--- config.mk ---
export PLATFORM = sky130hd
export DESIGN_NAME = ask_cordic_stage
export DESIGN_NICKNAME = d
export VERILOG_FILES = /design/src/rtl/ask_pkg.sv /design/src/rtl/ask_cordic_stage.sv
export SDC_FILE = /design/constraint.sdc
export NUM_CORES = 1
export LEC_CHECK = 0
export ABC_AREA = 1
export BUFFER_PORTS_ARGS = -buffer_cell sky130_fd_sc_hd__buf_2
export CAP_MARGIN = 10
export CORE_MARGIN = 5
export CORE_UTILIZATION = 41
export CTS_CLUSTER_DIAMETER = 80
export DETAILED_ROUTE_END_ITERATION = 8
export GPL_TIMING_DRIVEN = 0
export PLACE_DENSITY = 0.63
export SYNTH_ARGS = -nofsm -noshare
export SYNTH_HDL_FRONTEND = slang
export SYNTH_SLANG_ARGS = --single-unit
--- constraint.sdc ---
create_clock -name clk_i -period 0.8 [get_ports clk_i]
set_input_delay 0.12 -clock clk_i [delete_from_list [all_inputs] [get_ports clk_i]]
set_output_delay 0.12 -clock clk_i [all_outputs]
set_load 0.01 [all_outputs]
--- src/rtl/ask_pkg.sv ---
// Shared types, constants and the arctangent table for the anchor station-keeping block.
// No dependencies; used by every RTL module of the block.
package ask_pkg;

  localparam int CordicStepsDef = 16;
  localparam int XW = 44;  // CORDIC x/y width, signed
  localparam int ZW = 28;  // CORDIC angle width, signed, 2^-24 rad
  localparam int CfgW = 30;
  localparam int CfgIdxW = 3;

  localparam logic signed [ZW-1:0] PiFine = 28'sd52707179;
  localparam logic [21:0] InvGainQ22 = 22'd2547003;
  localparam logic signed [17:0] PiOut = 18'sd25736;
  localparam logic signed [17:0] TwoPiOut = 18'sd51472;

  typedef enum logic [CfgIdxW-1:0] {
    REG_GAIN      = 3'd0,
    REG_RADIUS    = 3'd1,
    REG_FLOOR     = 3'd2,
    REG_CEILING   = 3'd3,
    REG_SAFETY    = 3'd4,
    REG_TOLERANCE = 3'd5
  } ask_reg_e;

  // Side data that rides along the pipeline untouched by the CORDIC
  typedef struct packed {
    logic signed [15:0] vhead;
    logic [23:0]        tdep;
    logic [19:0]        talt;
    logic               alt;
    logic signed [24:0] marker;
    logic               zero;
  } ask_aux_t;

  typedef struct packed {
    logic [15:0]        gain;
    logic [16:0]        radius;
    logic signed [13:0] floor_v;
    logic signed [13:0] ceil_v;
    logic [29:0]        safety;
    logic [14:0]        tol;
  } ask_cfg_t;

  typedef struct packed {
    logic signed [13:0] surge;
    logic signed [15:0] heading;
    logic [23:0]        depth;
    logic [19:0]        altitude;
    logic               alt_mode;
    logic [23:0]        setpoint;
    logic [31:0]        range;
    logic signed [24:0] marker;
  } ask_res_t;

  // atan(2^-i) in units of 2^-24 rad, rounded
  function automatic logic signed [ZW-1:0] atan_val(input int i);
    logic signed [ZW-1:0] v;
    case (i)
      0: v = 28'sd13176795;
      1: v = 28'sd7778716;
      2: v = 28'sd4110060;
      3: v = 28'sd2086331;
      4: v = 28'sd1047214;
      5: v = 28'sd524117;
      6: v = 28'sd262123;
      7: v = 28'sd131069;
      8: v = 28'sd65536;
      9: v = 28'sd32768;
      10: v = 28'sd16384;
      11: v = 28'sd8192;
      12: v = 28'sd4096;
      13: v = 28'sd2048;
      14: v = 28'sd1024;
      15: v = 28'sd512;
      16: v = 28'sd256;
      17: v = 28'sd128;
      18: v = 28'sd64;
      19: v = 28'sd32;
      20: v = 28'sd16;
      21: v = 28'sd8;
      22: v = 28'sd4;
      23: v = 28'sd2;
      24: v = 28'sd1;
      default: v = '0;
    endcase
    return v;
  endfunction

endpackage

--- src/rtl/ask_cordic_stage.sv ---
// One registered CORDIC vectoring iteration with a fixed shift.
// Depends on ask_pkg.
module ask_cordic_stage import ask_pkg::*; #(
  parameter int Shift = 0
) (
  input  logic                 clk_i,
  input  logic                 rst_ni,
  input  logic                 en_i,
  input  logic                 valid_i,
  input  logic signed [XW-1:0] x_i,
  input  logic signed [XW-1:0] y_i,
  input  logic signed [ZW-1:0] z_i,
  input  ask_aux_t             aux_i,
  output logic                 valid_o,
  output logic signed [XW-1:0] x_o,
  output logic signed [XW-1:0] y_o,
  output logic signed [ZW-1:0] z_o,
  output ask_aux_t             aux_o
);

  logic signed [XW-1:0] x_d, y_d, xs, ys;
  logic signed [ZW-1:0] z_d;
  logic valid_q;

  // Rotate toward y = 0
  always_comb begin
    xs = x_i >>> Shift;
    ys = y_i >>> Shift;
    if (!y_i[XW-1]) begin
      x_d = x_i + ys;
      y_d = y_i - xs;
      z_d = z_i + atan_val(Shift);
    end else begin
      x_d = x_i - ys;
      y_d = y_i + xs;
      z_d = z_i - atan_val(Shift);
    end
  end

  always_ff @(posedge clk_i or negedge rst_ni) begin
    if (!rst_ni) begin
      valid_q <= 1'b0;
    end else if (en_i) begin
      valid_q <= valid_i;
    end
  end

  always_ff @(posedge clk_i) begin
    if (en_i) begin
      x_o   <= x_d;
      y_o   <= y_d;
      z_o   <= z_d;
      aux_o <= aux_i;
    end
  end

  assign valid_o = valid_q;

endmodule

==> key figures <==
Route
  • Post-route ant nets: 0
  • Metal3 WL: about 7.9 mm
  • Wire length per cell: between 20 and 25 um
  • DR iter-0 viols: 1,939
  • Vias: between 20,000 and 25,000
  • M1 WL: ~35 mm
  • Router iterations before antenna repair: 9
  • Met2 WL: 47.6 mm
  • Drt via density: ~5.5
  • Residual DRC: 0
  • Top layer in use: met5
  • Final wirelength: slightly below 100 mm

Worst setup path
  • Crit Path Max Fanout: 6
  • R2r worst-path depth: 1
  • Delay-heaviest family, CP: buffers and inverters
  • Crit path capture type: register
  • Worst path cell trace: buf_12, clkbuf_16, clkinv_8, buf_12, buf_16, ha_4, a21oi_4, nand2_4, a21oi_4, o21bai_4, nand3_2, nand3_2, xor2_1
  • Worst reg2reg path endpoint: valid_o
  • Critical R2R Launch: valid_o
  • Crit path to: z_o[24]
  • Buf/Inv on CP: 5
  • Setup slack, reg-to-reg: -0.01 ns
  • Startpoint Class: input pin
  • Critical path class: in2reg
  • Critical Path Start: y_i[43]
  • Path length in cells of the critical path: 13
  • CP max stage delay: 0.23 ns
  • Worst Path Arrival: slightly below 2 ns
  • CP max stage cell: ha_4
  • CP required: between 1 and 1.5 ns

STA
  • Fmax achieved: 0.596 GHz
  • Final WS setup: -0.877 ns
  • Hold violation total from the final report: 1
  • Slew of the pin with the lowest slew margin: roughly 1.3 ns
  • Unrepaired setup endpoints after global routing: yes
  • Rel. slew slack: about 16%
  • Fin crit period: between 1.5 and 2 ns
  • Final slew viol count: 0
  • Final Cycle Share: 210%
  • Hold Slack: -0.0130 ns
  • Final setup fails: 400
  • Setup Skew: 0 ns

Clocking
  • Clock root buffer master: clkbuf_16
  • H-tree depth: 1
  • Worst-path clk slew: about 0.060 ns
  • Sink Count: 203
  • CTS max path bufs: 3
  • Worst-Skew Late Latency: 0.56 ns
  • CTS tree: yes
  • CTS Buf Count: 25

Die
  • Core outline area: 45,300 um^2
  • Initial Utilization: 41.4%
  • Std-Cell Rows: between 70 and 80
  • Die width: 224 um
  • Die ar.: roughly 50,000 um^2
  • DIE HEIGHT: ~220 um
  • # IOs: about 410

GRT
  • Initial antenna violation count: 4
  • Gr ovfl total: 0
  • First-pass GRT wire length: 136 mm
  • Vias in the first global route: ~23,000
  • Largest net degree at the start of global routing: ~120
  • GRT Resource Usage Total: a little over a third

Worst hold path
  • Min-delay src: z_i[0]
  • Min-Delay Path Class: in2reg

Layout
  • Filler cells: 3,091
  • Multi-input gate area: ~16,000 um^2
  • Final nets: 4,004
  • Register area: between 6000 and 7000 um^2
  • Layout cell share with drive strength beyond 1: 55.9%
  • Area Overhead vs Synth: 82.0%

Logic synthesis
  • Post-synth EDFFs: between 200 and 250
  • Top_reg_cell synth: edfxtp_1
  • Seq cells post-synth: between 200 and 250
  • Area contributors post-synth: edfxtp_1, nand2_1, ha_1
  • Mapped Nets: 3,118
  • Cell taking the most area after synthesis: edfxtp_1
  • Synth cell types: 45
  • Sequential share of the synthesized area: 32.5%
  • Synthesis Warnings: 0
  • Post-synthesis area per instance: between 6 and 7 um^2
  • Post-Syn Area: between 15,000 and 20,000 um^2
  • Most instantiated library cell after synthesis: nand2_1
  • Yosys top cell area share: 32.4%
  • Synth top cells by count: nand2_1, inv_1, nand3_1
  • Async S/R FF share, synth: less than 1%
  • Mapped Cells: 2,752

Placed design
  • Buffers on Ports: between 400 and 500
  • Pre-CTS WS: -2.12 ns
  • Routability cong.: approximately 1.0
  • Detail Placement HPWL: 71.5 mm

Power and ir drop
  • Static leakage: ~16 nW
  • Power, Total: 50.0 mW
  • Power Density: 1460 nW/um^2
  • Worst vdd ir: around 1.5 mV

Run
  • Maxcap violations: 0

Status
  • Result of the run: finished, violations left
  • Failing checks: negative hold slack, negative setup slack
## area by class of cell
class | instances | share of cell area (%)
Clock buffer | 30 | 1.92
Buffer | 46 | 1.91
Antenna cell | 4 | 0.0293
Inverter | 482 | 6.27
Multi-Input combinational cell | 2007 | 48.2
Clock inverter | 14 | 0.517
Sequential cell | 203 | 17.8
Timing Repair Buffer | 873 | 21.1
Tap cell | 600 | 2.20
## layer usage
metal | global-route usage, % | vias up
li1 | - | 10600
met1 | 40.5 | 11100
met2 | 63.1 | 1233
met3 | 5.61 | 370
met4 | 20.1 | 2
met5 | 0 | -
## layout by cell type, fill, tap and decap left out, types with 52 or more instances in the layout
master / n
nor2_1: 89
nand3_2: 92
ha_4: 55
edfxtp_1: 202
nand2_2: 272
buf_2: 333
inv_2: 94
ha_1: 98
buf_6: 120
nand2_1: 497
inv_1: 305
a21oi_2: 72
buf_4: 263
dlygate4sd3_1: 94
nand3_1: 119
inv_4: 52
nor2_4: 124
nand2_4: 116
## worst min-delay path by stage
stage                     endpoint  slack (ns)  depth (start not counted)
after floorplan            valid_o       -0.18                          0
after global routing        z_o[1]      0.0004                          2
final                       z_o[1]       -0.01                          2
after CTS                   z_o[1]       -0.03                          2
after global placement     valid_o       -0.11                          1
after detailed placement   valid_o       -0.10                          1
## per-stage QoR
step	hold slack (ns)	instances	TNS, ns	instance area [um^2]	util, %
2_1_floorplan	-0.176	2752	-90.47	21100	-
5_1_grt	0.000417	4259	-179.25	34100	75.4
6_report	-0.0130	4259	-166.45	34100	75.4
3_5_place_dp	-0.105	3763	-298.81	23900	52.8
4_1_cts	-0.0315	4144	-176.26	31600	69.8
3_3_place_gp	-0.106	3762	-790.55	23900	52.7
## sequential cells by signal (all words and copies together) (netlist names)
register,count
aux_o,87
z_o,28
x_o,44
valid_o,1
y_o,43
## where the power goes
part,total (mW),switching [mW],internal [mW],leakage [nW]
logic,24.6,14.3,10.3,13.7
clock network,11.6,4.75,6.86,0.401
registers,13.8,0.444,13.3,1.99
## cell families (layout without fill, tap and decap cells)
logic type               count (synthesis)  after routing  share of synthesized area [%]
AO/OA/AOI/OAI                          321            321                           9.51
XOR/XNOR                                55             55                           2.57
adder cells (fa/ha/maj)                159            159                           10.8
buffers and inverters                  542           1445                           11.7
flip-flops                             203            203                           32.5
multiplexers                             3              3                          0.167
other                                    0              4                              0
AND/OR/NAND/NOR                       1469           1469                           32.8
## repair_timing
item | CTS | global route
setup endpoints to repair | 401 | 400
gates cloned | 5 | 1
hold endpoints to repair | 94 | 0
setup buffers | 250 | 121
gates resized for setup | 1025 | 450
hold buffers | 94 | 0
pin swaps | 428 | 336
No activity file was read; power rests on OpenSTA's default activity.
