## src/rtl/ask_pkg.sv

```systemverilog
// Shared types, constants and the arctangent table for the anchor station-keeping block.
// No dependencies; used by every RTL module of the block.
package ask_pkg;

  localparam int CordicStepsDef = 16;
  localparam int XW = 44;  // CORDIC x/y width, signed
  localparam int ZW = 28;  // CORDIC angle width, signed, 2^-24 rad
  localparam int CfgW = 30;
  localparam int CfgIdxW = 3;

  localparam logic signed [ZW-1:0] PiFine = 28'sd52707179;
  localparam logic [21:0] InvGainQ22 = 22'd2547003;
  localparam logic signed [17:0] PiOut = 18'sd25736;
  localparam logic signed [17:0] TwoPiOut = 18'sd51472;

  typedef enum logic [CfgIdxW-1:0] {
    REG_GAIN      = 3'd0,
    REG_RADIUS    = 3'd1,
    REG_FLOOR     = 3'd2,
    REG_CEILING   = 3'd3,
    REG_SAFETY    = 3'd4,
    REG_TOLERANCE = 3'd5
  } ask_reg_e;

  // Side data that rides along the pipeline untouched by the CORDIC
  typedef struct packed {
    logic signed [15:0] vhead;
    logic [23:0]        tdep;
    logic [19:0]        talt;
    logic               alt;
    logic signed [24:0] marker;
    logic               zero;
  } ask_aux_t;

  typedef struct packed {
    logic [15:0]        gain;
    logic [16:0]        radius;
    logic signed [13:0] floor_v;
    logic signed [13:0] ceil_v;
    logic [29:0]        safety;
    logic [14:0]        tol;
  } ask_cfg_t;

  typedef struct packed {
    logic signed [13:0] surge;
    logic signed [15:0] heading;
    logic [23:0]        depth;
    logic [19:0]        altitude;
    logic               alt_mode;
    logic [23:0]        setpoint;
    logic [31:0]        range;
    logic signed [24:0] marker;
  } ask_res_t;

  // atan(2^-i) in units of 2^-24 rad, rounded
  function automatic logic signed [ZW-1:0] atan_val(input int i);
    logic signed [ZW-1:0] v;
    case (i)
      0: v = 28'sd13176795;
      1: v = 28'sd7778716;
      2: v = 28'sd4110060;
      3: v = 28'sd2086331;
      4: v = 28'sd1047214;
      5: v = 28'sd524117;
      6: v = 28'sd262123;
      7: v = 28'sd131069;
      8: v = 28'sd65536;
      9: v = 28'sd32768;
      10: v = 28'sd16384;
      11: v = 28'sd8192;
      12: v = 28'sd4096;
      13: v = 28'sd2048;
      14: v = 28'sd1024;
      15: v = 28'sd512;
      16: v = 28'sd256;
      17: v = 28'sd128;
      18: v = 28'sd64;
      19: v = 28'sd32;
      20: v = 28'sd16;
      21: v = 28'sd8;
      22: v = 28'sd4;
      23: v = 28'sd2;
      24: v = 28'sd1;
      default: v = '0;
    endcase
    return v;
  endfunction

endpackage

```

## src/rtl/ask_post.sv

```systemverilog
// Post-CORDIC stages: gain correction, bearing rounding, surge law and limits.
// Depends on ask_pkg.
module ask_post import ask_pkg::*; (
  input  logic                 clk_i,
  input  logic                 rst_ni,
  input  logic                 en_i,
  input  logic                 valid_i,
  input  logic signed [XW-1:0] x_i,
  input  logic signed [ZW-1:0] z_i,
  input  ask_aux_t             aux_i,
  input  ask_cfg_t             cfg_i,
  output logic                 valid_o,
  output ask_res_t             res_o
);

  logic [3:0] valid_q;

  // Stage A: split distance multiply
  logic [42:0] ph_q, pl_q;
  logic signed [ZW-1:0] za_q;
  ask_aux_t auxa_q;

  // Stage B: distance and bearing
  logic [33:0] dist_q;
  logic signed [16:0] yaw_q;
  ask_aux_t auxb_q;

  // Stage C: surge product and heading error check
  logic signed [52:0] p_q;
  logic errbig_q;
  logic [33:0] distc_q;
  logic signed [16:0] yawc_q;
  ask_aux_t auxc_q;

  logic [64:0] sum_b;
  logic signed [ZW-1:0] zr_b;
  logic signed [16:0] yr_b, yaw_b;
  logic signed [35:0] diff_c;
  logic signed [17:0] err_c;
  logic [17:0] abs_c;
  logic signed [44:0] sw_d;
  logic signed [13:0] surge_d;

  always_comb begin
    sum_b = ({22'd0, ph_q} << 21) + {22'd0, pl_q} + (65'd1 << 29);
    zr_b  = za_q + ZW'(1024);
    yr_b  = 17'(zr_b >>> 11);
    yaw_b = yr_b;
    if (yr_b > 17'(PiOut)) yaw_b = yr_b - 17'(TwoPiOut);
    if (yaw_b < -17'(PiOut)) yaw_b = yaw_b + 17'(TwoPiOut);

    diff_c = $signed({2'b00, dist_q}) - $signed({19'd0, cfg_i.radius});
    err_c  = 18'(yaw_q) - 18'(auxb_q.vhead);
    if (err_c > PiOut) err_c = err_c - TwoPiOut;
    if (err_c < -PiOut) err_c = err_c + TwoPiOut;
    abs_c = err_c[17] ? 18'(-err_c) : 18'(err_c);

    sw_d = 45'((p_q + 53'sd128) >>> 8);
    if (sw_d > 45'(cfg_i.ceil_v)) sw_d = 45'(cfg_i.ceil_v);
    if (sw_d < 45'(cfg_i.floor_v)) sw_d = 45'(cfg_i.floor_v);
    surge_d = 14'(sw_d);
    if (errbig_q) surge_d = '0;
    if (distc_q > {4'd0, cfg_i.safety}) surge_d = '0;
  end

  always_ff @(posedge clk_i or negedge rst_ni) begin
    if (!rst_ni) begin
      valid_q <= '0;
    end else if (en_i) begin
      valid_q <= {valid_q[2:0], valid_i};
    end
  end

  always_ff @(posedge clk_i) begin
    if (en_i) begin
      ph_q   <= 43'(x_i[41:21]) * 43'(InvGainQ22);
      pl_q   <= 43'(x_i[20:0]) * 43'(InvGainQ22);
      za_q   <= z_i;
      auxa_q <= aux_i;

      dist_q <= auxa_q.zero ? '0 : sum_b[63:30];
      yaw_q  <= auxa_q.zero ? '0 : yaw_b;
      auxb_q <= auxa_q;

      p_q      <= $signed({1'b0, cfg_i.gain}) * diff_c;
      errbig_q <= abs_c > {3'd0, cfg_i.tol};
      distc_q  <= dist_q;
      yawc_q   <= yaw_q;
      auxc_q   <= auxb_q;

      res_o.surge    <= surge_d;
      res_o.heading  <= (distc_q > {4'd0, cfg_i.safety}) ? '0 : 16'(yawc_q);
      res_o.depth    <= auxc_q.tdep;
      res_o.altitude <= auxc_q.talt;
      res_o.alt_mode <= auxc_q.alt;
      res_o.setpoint <= auxc_q.alt ? {4'd0, auxc_q.talt} : auxc_q.tdep;
      res_o.range    <= distc_q[31:0];
      res_o.marker   <= auxc_q.marker;
    end
  end

  assign valid_o = valid_q[3];

endmodule

```

## config.mk

```make
export PLATFORM = sky130hd
export DESIGN_NAME = ask_post
export DESIGN_NICKNAME = d
export VERILOG_FILES = /design/src/rtl/ask_pkg.sv /design/src/rtl/ask_post.sv
export SDC_FILE = /design/constraint.sdc
export NUM_CORES = 2
export LEC_CHECK = 0
export ABC_AREA = 1
export BUFFER_PORTS_ARGS = -buffer_cell sky130_fd_sc_hd__clkbuf_2
export CORE_MARGIN = 5
export CORE_UTILIZATION = 60
export DETAILED_ROUTE_END_ITERATION = 10
export PLACE_DENSITY_LB_ADDON = 0.12
export RECOVER_POWER = 50
export SYNTH_ARGS = -nofsm -noshare
export SYNTH_HDL_FRONTEND = slang
export SYNTH_SLANG_ARGS = --single-unit
```

## constraint.sdc

```tcl
create_clock -name clk_i -period 9.7 [get_ports clk_i]
set_input_delay 0.485 -clock clk_i [delete_from_list [all_inputs] [get_ports clk_i]]
set_output_delay 0.485 -clock clk_i [all_outputs]
set_load 0.02 [all_outputs]
```

==> results.yml <==
logic_synthesis:
  synth_simple_gate_area_frac: 0.123
  synthDominantAreaCellType: "sky130_fd_sc_hd__edfxtp_1"
  netlist-cell-type-count: 67
  synth_area_um2: 68000
  mappedNetlistNets: 8995
  async_flop_share: 0.00632
  synth_compound_gate_area_share: 0.0515
  yosys_most_used_dff: "sky130_fd_sc_hd__edfxtp_1"
  postSynthCellCount: 7069
  synth-edff-count: 629
  synth_top_area_frac: 0.278
  synth.mux.area_fraction: 0.00364
  synthAdderAreaFrac: 0.408
  yosys_warnings: 0
  per_instance_average_area_after_synthesis_um2: 9.62
  synth_top_family_by_area: "adder cells"
  yosys.area_share.xor_xnor: 0.0277
  ys_ff_latch: 633
  synth_sequential_area_ratio: 0.279
  synth_area_leaders: "sky130_fd_sc_hd__edfxtp_1 28%, sky130_fd_sc_hd__fa_1 28%, sky130_fd_sc_hd__ha_1 13%"
status:
  failed_checks: "max-capacitance violations, max-slew violations"
  outcome: "complete, but fails checks"
worst_setup_path:
  reg2reg_from: "dist_q[0]$_SDFFCE_PP0P_"
  crit_fanout: 9
  crit-reg2reg-capture: "p_q[50]$_DFFE_PP_"
  reg2regPathDepth: 45
  worst_path_most_repeated_cell: "sky130_fd_sc_hd__nand2_1"
  path_class: "register to register"
  worstSetupEndpoint: "p_q[50]$_DFFE_PP_"
  crit_required_ns: 10.07
  cp-end-kind: "register"
  crit_arrival_ns: 9.50
  cpMaxStageDelayCell: "sky130_fd_sc_hd__fa_1"
  crit_path_start_kind: "register"
  worst_path_largest_cell_delay_ns: 0.56
  worst-r2r-setup-slack_ns: 0.57
  worstSetupStartpoint: "dist_q[0]$_SDFFCE_PP0P_"
placed_design:
  post_dp_cell_area_um2: 72400
  place_hpwl_um: 145000
  io_buffer_count: 413
  finalWeightedCongestion: 0.972
  detailedPlace.worstSlack_ns: 0.157
clock_network:
  clock_sink_count: 633
  cts-root-to-sink-buffers: 3
  path_clk_slew_ns: 0.06
  cts_max_level: 3
  tritoncts: "done"
  ctsRootBufferMaster: "sky130_fd_sc_hd__clkbuf_16"
  clock_buffers_created_by_tritoncts: 67
  clkLatencyLatePin_ns: 0.63
global_route:
  antenna_found_initial: 7
  grt_max_degree: 91
  overflow: 0
  global_route_wire_length_before_repair_um: 274000
  grt.total_usage: 0.290
  via_count_of_the_first_global_routing_pass: 50700
routing:
  dr.pass1.iters: 5
  detailedRoute.firstIterationViolations: 3317
  route.detailed.drc: 0
  vias: 48600
  antenna_violating_nets_post_route: 0
  finalWirelength_um: 172000
  avgViaCountPerCell: 5.31
  routedWlPerCell_um: 18.7
floorplan:
  fp.dieArea_um2: 120000
  io-pin-count: 426
  horizontal_die_dimension_um: 347
  placementRows: 123
  die_y_um: 347
  start_util: 0.604
  core-area_um2: 112000
job:
  max_cap_viol_count: 5
finish:
  share_of_final_layout_standard_cells_stronger_than_drive_strength_1: 0.0879
  stdcell_area_um2: 74900
  num-nets-final: 9526
  num-fill-cells: 9156
  synthToLayoutAreaGrowth_pct: 10.1
sta:
  achievable-frequency_mhz: 110
  final.period_utilization: 0.941
  timing.final.crit_period_ns: 9.13
  drv_slew: 303
  slew_headroom: -1.92
  setup-violations-final: 0
  final.setup.worst_slack_ns: 0.569
  timing_worst_slew_pin_value_ns: 4.38
  setup_repair_after_global_routing_missed_its_margin: "no"
  finalHoldViolCount: 0
  timing.clock.skew_ns: 0.0347
  totalNegativeSetupSlack_ns: 0
worst_hold_path:
  min_from: "aux_i[43]"
  worst_hold_path_type: "input port to register"
sequential cells by signal (all words and copies together) (netlist names):
| register | flops |
|---|---|
| p_q | 45 |
| auxa_q | 87 |
| auxc_q | 70 |
| auxb_q | 86 |
| pl_q | 22 |
| distc_q | 34 |
| yaw_q | 17 |
| errbig_q | 1 |
| valid_q | 4 |
| res_o | 156 |
| yawc_q | 16 |
| ph_q | 43 |
| dist_q | 34 |
| za_q | 18 |
worst max-delay path: cells and delay by family, from the launching register on:
| kind | cells | cell delay [ns] |
|---|---|---|
| AO/OA/AOI/OAI | 14 | 2.26 |
| XOR/XNOR | 1 | 0.16 |
| adder cells (fa/ha/maj) | 9 | 4.00 |
| buffers and inverters | 10 | 1.14 |
| flip-flops | 1 | 0.39 |
| AND/OR/NAND/NOR | 11 | 0.95 |
worst min-delay path by stage:
stage / depth (start not counted) / slack, ns / endpoint
2_1_floorplan: 0 / 0.19 / valid_q[0]$_DFFE_PN0P_
3_3_place_gp: 1 / 0.29 / valid_q[1]$_DFFE_PN0P_
3_5_place_dp: 1 / 0.30 / valid_q[3]$_DFFE_PN0P_
4_1_cts: 1 / 0.0005 / auxa_q[16]$_DFFE_PP_
5_1_grt: 1 / 0.02 / auxa_q[19]$_DFFE_PP_
6_report: 1 / 0.04 / auxa_q[43]$_DFFE_PP_
cell type report:
class / instances / area, um2 / share of cell area
multi-input combinational: 4518 / 41800 / 0.558
antenna: 7 / 17.5 / 0.000234
inverter: 1805 / 6780 / 0.0906
clock inverter: 39 / 420 / 0.00561
clock buffer: 79 / 1720 / 0.0230
timing repair buffer: 575 / 3290 / 0.0440
tap: 1500 / 1880 / 0.0251
sequential: 633 / 19000 / 0.254
through the flow:
stage / std cells / hold slack, ns / utilization
global route: 9151 / 0.0155 / 0.665
finish: 9156 / 0.0405 / 0.666
detailed placement: 8987 / 0.299 / 0.643
CTS: 9149 / 0.000454 / 0.666
global placement: 8987 / 0.294 / 0.643
floorplan: 7069 / 0.189 / -
synth_stat cells (6+ instances only):
cell                          n
sky130_fd_sc_hd__nand2_1   1154
sky130_fd_sc_hd__o31ai_1     10
sky130_fd_sc_hd__inv_2        8
sky130_fd_sc_hd__nand2_2     19
sky130_fd_sc_hd__nand3_1    122
sky130_fd_sc_hd__fa_1       936
sky130_fd_sc_hd__o221ai_1     8
sky130_fd_sc_hd__o21bai_1    10
sky130_fd_sc_hd__xor2_1     143
sky130_fd_sc_hd__a21o_1      14
sky130_fd_sc_hd__a21oi_1    289
sky130_fd_sc_hd__clkinv_1     7
sky130_fd_sc_hd__o21ai_0    145
sky130_fd_sc_hd__ha_1       721
sky130_fd_sc_hd__nor2_2       6
sky130_fd_sc_hd__nand4_1     80
sky130_fd_sc_hd__inv_1     1789
sky130_fd_sc_hd__nor4_1      18
sky130_fd_sc_hd__nor2_1     502
sky130_fd_sc_hd__mux2_2      22
sky130_fd_sc_hd__a211oi_1    12
sky130_fd_sc_hd__nor3_1      62
sky130_fd_sc_hd__clkbuf_1    99
sky130_fd_sc_hd__o21a_1      13
sky130_fd_sc_hd__or2_2       24
sky130_fd_sc_hd__o211ai_1    15
sky130_fd_sc_hd__a31oi_1     37
sky130_fd_sc_hd__xnor2_1     63
sky130_fd_sc_hd__o21ai_1     11
sky130_fd_sc_hd__o21ai_2     10
sky130_fd_sc_hd__nand3b_1     6
sky130_fd_sc_hd__edfxtp_1   629
cells by family after synthesis:
family,count (synthesis)
xor gates and xnor gates,210
adders and majority gates,1657
DFF,633
and+or+nand+nor,2019
AOI/OAI and AO/OA,610
buffers and inverters,1918
muxes,22
layer usage:
metal	vias to the layer above	track usage	wire (um)
met3	255	0.0531	12700
met2	1566	0.489	82500
met4	2	0.0759	4800
met5	-	0	11
met1	23700	0.391	71600
li1	23100	-	-
cell usage in the layout, fill, tap and decap left out, types with 19 or more instances in the layout:
cell type	instances
sky130_fd_sc_hd__a21oi_1	286
sky130_fd_sc_hd__a31oi_1	36
sky130_fd_sc_hd__buf_4	113
sky130_fd_sc_hd__clkbuf_1	93
sky130_fd_sc_hd__clkbuf_16	67
sky130_fd_sc_hd__clkbuf_2	336
sky130_fd_sc_hd__dlygate4sd3_1	44
sky130_fd_sc_hd__edfxtp_1	629
sky130_fd_sc_hd__fa_1	936
sky130_fd_sc_hd__ha_1	721
sky130_fd_sc_hd__inv_1	1786
sky130_fd_sc_hd__mux2_2	22
sky130_fd_sc_hd__nand2_1	1154
sky130_fd_sc_hd__nand2_2	19
sky130_fd_sc_hd__nand3_1	122
sky130_fd_sc_hd__nand4_1	80
sky130_fd_sc_hd__nor2_1	503
sky130_fd_sc_hd__nor3_1	61
sky130_fd_sc_hd__o21ai_0	142
sky130_fd_sc_hd__or2_2	24
sky130_fd_sc_hd__xnor2_1	62
sky130_fd_sc_hd__xor2_1	141
repair_timing:
action | in CTS | in global routing
gates resized for setup | 0 | 14
buffers inserted | 0 | 0
setup endpoints to repair | 0 | 11
hold endpoints to repair | 47 | 0
hold buffers | 44 | 0
Power is not shown: default switching activity piles up to over one toggle a cycle in this logic, so the estimate is an artifact.
